`config.mk`:
```
export PLATFORM = sky130hd
export DESIGN_NAME = des_lane
export DESIGN_NICKNAME = d
export VERILOG_FILES = /design/src/des_lane.sv
export SDC_FILE = /design/constraint.sdc
export NUM_CORES = 2
export LEC_CHECK = 0
export ABC_CLOCK_PERIOD_IN_PS = 8930
export BUFFER_PORTS_ARGS = -buffer_cell sky130_fd_sc_hd__buf_2
export CORE_MARGIN = 5
export CORE_UTILIZATION = 63
export DETAILED_ROUTE_END_ITERATION = 10
export GPL_TIMING_DRIVEN = 1
export PLACE_DENSITY = 0.91
export SETUP_SLACK_MARGIN = 0.2
export SLEW_MARGIN = 5
export SYNTH_ARGS = -nofsm -noshare
export SYNTH_HDL_FRONTEND = slang
export SYNTH_SLANG_ARGS = --single-unit
```
`constraint.sdc`:
```
create_clock -name i_clk -period 8.93 [get_ports i_clk]
set_input_delay 1.786 -clock i_clk [delete_from_list [all_inputs] [get_ports i_clk]]
set_output_delay 1.786 -clock i_clk [all_outputs]
set_load 0.01 [all_outputs]
```
`src/des_lane.sv`:
```
`default_nettype none
// ----------------------------------------------------------------------------
// des_lane
// One coordinate: b - c, times scale, round and add to a, saturate, select.
// Three register stages.
// ----------------------------------------------------------------------------
module des_lane (
    input  wire logic               i_clk,
    input  wire logic               i_en,
    input  wire logic [15:0]        i_scale,
    input  wire logic               i_load,
    input  wire logic               i_cross,
    input  wire logic signed [31:0] i_a,
    input  wire logic signed [31:0] i_b,
    input  wire logic signed [31:0] i_c,
    input  wire logic signed [31:0] i_tgt,
    input  wire logic signed [31:0] i_load_val,
    output logic signed [31:0]      o_trial
);

    logic signed [32:0] r_d;
    logic signed [31:0] r_a2, r_alt2, r_a3, r_alt3;
    logic               r_use2, r_use3;
    logic signed [49:0] r_p;
    logic signed [31:0] r_trial;

    logic signed [49:0] w_rnd;
    logic signed [49:0] w_q;
    logic signed [49:0] w_sum;
    logic signed [31:0] w_sat;

    always_ff @(posedge i_clk) begin
        if (i_en) begin
            r_d    <= {i_b[31], i_b} - {i_c[31], i_c};
            r_a2   <= i_a;
            r_alt2 <= i_load ? i_load_val : i_tgt;
            r_use2 <= i_cross && !i_load;
            r_p    <= 50'(r_d * $signed({1'b0, i_scale}));
            r_a3   <= r_a2;
            r_alt3 <= r_alt2;
            r_use3 <= r_use2;
            r_trial <= r_use3 ? w_sat : r_alt3;
        end
    end

    // round half up, then add base and clamp
    always_comb begin
        w_rnd = r_p + 50'sd32768;
        w_q   = w_rnd >>> 16;
        w_sum = {{18{r_a3[31]}}, r_a3} + w_q;
        if (w_sum > 50'sd2147483647) begin
            w_sat = 32'sh7FFF_FFFF;
        end else if (w_sum < -50'sd2147483648) begin
            w_sat = 32'sh8000_0000;
        end else begin
            w_sat = w_sum[31:0];
        end
    end

    assign o_trial = r_trial;

endmodule
`default_nettype wire

```
# [Word-level counts from Yosys, hierarchy flattened]
# Cells that the tools add are included.
# W data, S select, Z words.
[classes] addsub=3 order_cmp=2 n_mux=4 n_reduce_logical=2 mul=1
[op_table] cell="$mux W32" count=4
[op_table] cell="$add A50 B17 Y50 const B" count=1
[op_table] cell="$mul A33 B17 Y50" count=1
[op_table] cell="$add A32 B34 Y35" count=1
[op_table] cell="$gt A35 B32 Y1 const B" count=1
[op_table] cell="$lt A35 B32 Y1 const B" count=1
[op_table] cell="$sub A32 B32 Y33" count=1
[op_table] cell="$logic_and A1 B1 Y1" count=1
[op_table] cell="$logic_not A1 Y1" count=1
[word_totals] out_inout_bits=32 elab_cells=21 in_bits=180 ff_bits=245

# [Logic depth before layout (Yosys ltp)]
[depth] ltp_word=6 depth_mapped=25 ltp_nobuf=24

# [Worst setup path before layout]
# Ideal clock, no wire load.
[synth_path] path_type="input -> register" startpoint="in i_scale[2]" endpoint="reg r_p[48] (data pin)" cell_stages=22 path_slack_ns=1.060 n_path_buf=1 t_required_ns=8.668 setup_time_ns=0.262 arrival_time_ns=7.607 cell_sequence="clkbuf_1 > nand2_1 > fa_1 > fa_1 > fa_1 > inv_1 > fa_1 > fa_1 > inv_1 > fa_1 > inv_1 > ha_1 > and3_1 > and4_1 > a221oi_1 > inv_1 > a311oi_1 > o21ai_0 > o31a_1 > a211oi_1 > o21bai_1 > xor2_1"
[synth_between] elab_chain_len=1
[synth_rtl] element="from (decl)" line="10" text="input wire logic [15:0] i_scale,"
[synth_rtl] element="$mul A33 B17 Y50" line="38" text="r_p <= 50'(r_d * $signed({1'b0, i_scale}));"
[synth_rtl] element="to (signal assigned)" line="38"
[synth_rtl] element="to (decl)" line="24" text="logic signed [49:0] r_p;"
# No other way between the ends.
# A chain may end at the register's enable or synchronous reset.

# [Final worst setup path]
[layout_path] startpoint="in i_scale[8]" endpoint="reg r_p[48] (data pin)"
# Same word-level chain as after synthesis.

==> metrics.yaml <==
timing:
  report.final.slew_viol_count: 0
  relSlewSlack: 0.248
  fin_crit_sh: 0.931
  hold_violations: 0
  max_freq_mhz: 120
  finalCriticalPeriod_ns: 8.31
  worst_pin_slew_ns: 1.13
  setup_viol: 0
  setup_tns_ns: 0
  grt_setup_unrepaired: "false"
  finClkSkew_ns: 0.0290
placed_design:
  place_congestion: 0.969
  port_buffers: 211
  post-dp-hpwl_mm: 55.2
floorplan:
  initial_core_util: 0.633
  coreArea_um2: 46300
  die_w_um: 226
  die_area_um2: 50900
  pin_count: 212
  row_count: 79
  die_y_um: 226
clock_network:
  h-tree-depth: 1
  cts.sinks: 230
  max-clock-path-buffers: 3
  tritoncts: "built"
  cts_setup_buffers: 0
  ctsRootBufferMaster: "clkbuf_16"
  path_clk_slew_ns: 0.07
  cts_made_buffers: 24
  clk_latency_ns: 0.56
  ctsHoldBuffers: 0
  post_cts_resized: 0
synth:
  syn_area_um2: 29300
  synth-seq-cells: 230
  synthArstFlopShare: 0
  yosysWarnings: 0
  ys_seq_area_frac: 0.236
  synth_nets: 3728
  synthesis.instances: 2861
  synth_edf_count: 230
  synth.distinct_cells: 62
  syn_avg_cell_area_um2: 10.2
  ys.flop_type: "edfxtp_1"
layout:
  final_core_util: 0.686
  register_area_um2: 6910
  drive_gt1_frac: 0.117
  final_common_cell: "inv_1"
  fin_nets: 3890
  synthToLayoutAreaGrowth_pct: 8.30
  final_cell_mix: "inv_1 (629), fa_1 (503), nand2_1 (389), edfxtp_1 (230), buf_2 (210)"
  fillers: 3252
  multi_input_area_um2: 19600
drt:
  wl_per_cell_um: 19.2
  vias: 21200
  drt-total-wl_mm: 70.1
  drc: 0
  antenna_left: 0
  drtIter0Drc: 1855
  first_pass_iters: 6
  avgViaCountPerCell: 5.81
outcome:
  status: "completed"
setup_path:
  critPathLaunchType: "input port"
  crit_fanout: 20
  required_ns: 9.21
  end_kind: "flop"
  path_class: "in2reg"
  arrival_ns: 8.60
global_routing:
  antenna_found_initial: 2
  globalRoute.totalOverflow: 0
  first_global_vias: 23500
  grt_pass1_wl_mm: 115
  grtUsageTotal: 0.281
  grt_max_degree: 152
flow_run:
  maxCapViolations: 0
worst_hold_path:
  hold_path.class: "reg2reg"
-- layout make-up --
class | instances | share of cell area
antenna | 1 | 0.0000789
clock buffer | 25 | 0.0190
clock inverter | 18 | 0.00595
inverter | 629 | 0.0744
multi-input combinational | 1900 | 0.619
sequential | 230 | 0.218
tap | 607 | 0.0239
timing repair buffer | 238 | 0.0404
-- path summary, 6_finish.rpt --
check	start	end	slack, ns	depth (start not counted)
setup / recovery	i_scale[8]	r_p[48]	0.62	24
hold / removal	r_alt2[3]	r_alt3[3]	0.41	0
setup reg to reg	r_d[22]	r_p[48]	1.38	22
hold reg to reg	r_alt2[3]	r_alt3[3]	0.41	0
-- cell usage after synthesis, types with 12 or more instances --
master / n / area (um2)
nand3_1: 28 / 140
nand2_1: 389 / 1460
a21oi_1: 79 / 395
a221o_2: 31 / 349
mux2_2: 32 / 360
nor2_1: 54 / 203
a31oi_1: 12 / 75.1
inv_1: 629 / 2360
nor3_1: 15 / 75.1
and2_1: 193 / 1210
clkbuf_1: 94 / 353
fa_1: 503 / 10100
o21bai_1: 12 / 90.1
ha_1: 184 / 2300
o21ai_0: 39 / 195
a21o_1: 48 / 360
o21a_1: 25 / 188
xnor2_1: 86 / 753
edfxtp_1: 230 / 6910
and3_1: 20 / 125
xor2_1: 42 / 368
nand4_1: 15 / 93.8
-- stage by stage --
| stage | cell area, um2 | worst slack [ns] | hold slack (ns) | cells |
|---|---|---|---|---|
| 2_1_floorplan | 29300 | 1.06 | 0.400 | 2861 |
| 3_3_place_gp | 30900 | 0.456 | 0.402 | 3604 |
| 3_5_place_dp | 30900 | 0.209 | 0.405 | 3604 |
| 4_1_cts | 31700 | 0.794 | 0.417 | 3647 |
| 5_1_grt | 31700 | 0.413 | 0.425 | 3647 |
| 6_report | 31700 | 0.616 | 0.411 | 3648 |
-- kinds of logic (layout without fill, tap and decap cells) --
family,after synthesis,in the layout,share of synthesized area
and+or+nand+nor,747,747,0.121
DFF,230,230,0.236
AOI/OAI and AO/OA,306,306,0.0760
buffers and inverters,731,910,0.0946
xor gates and xnor gates,128,128,0.0383
adders and majority gates,687,687,0.422
muxes,32,32,0.0123
other,0,1,0
-- registers in the layout, summed over array words and instances, names as in the netlist, 32 cells and up --
register,cells
r_a3,32
r_d,33
o_trial,32
r_a2,32
r_alt2,32
r_alt3,32
r_p,35
-- worst max-delay path, cell delays in order --
cell and delay, ns:
buf_2 0.44, buf_4 0.29, nand2_1 0.10, fa_1 0.46
inv_1 0.09, fa_1 0.43, fa_1 0.46, fa_1 0.45
fa_1 0.53, inv_1 0.05, fa_1 0.49, inv_1 0.05
ha_1 0.34, a21oi_1 0.35, o21bai_1 0.11, a221oi_1 0.49
inv_1 0.09, a311oi_1 0.30, o21ai_0 0.16, buf_4 0.17
o31a_1 0.33, a211oi_1 0.36, o21bai_1 0.12, xor2_1 0.15
-- routing by layer --
metal	vias to the layer above	global-route usage	routed length, um
li1	9267	-	-
met1	10400	0.357	25800
met2	1243	0.475	33300
met3	270	0.0783	8360
met4	2	0.0836	2650
met5	-	0	13
Power is left out: the tool's default activity adds up to more than one toggle a clock period on the data nets, which glitch-free logic cannot reach.
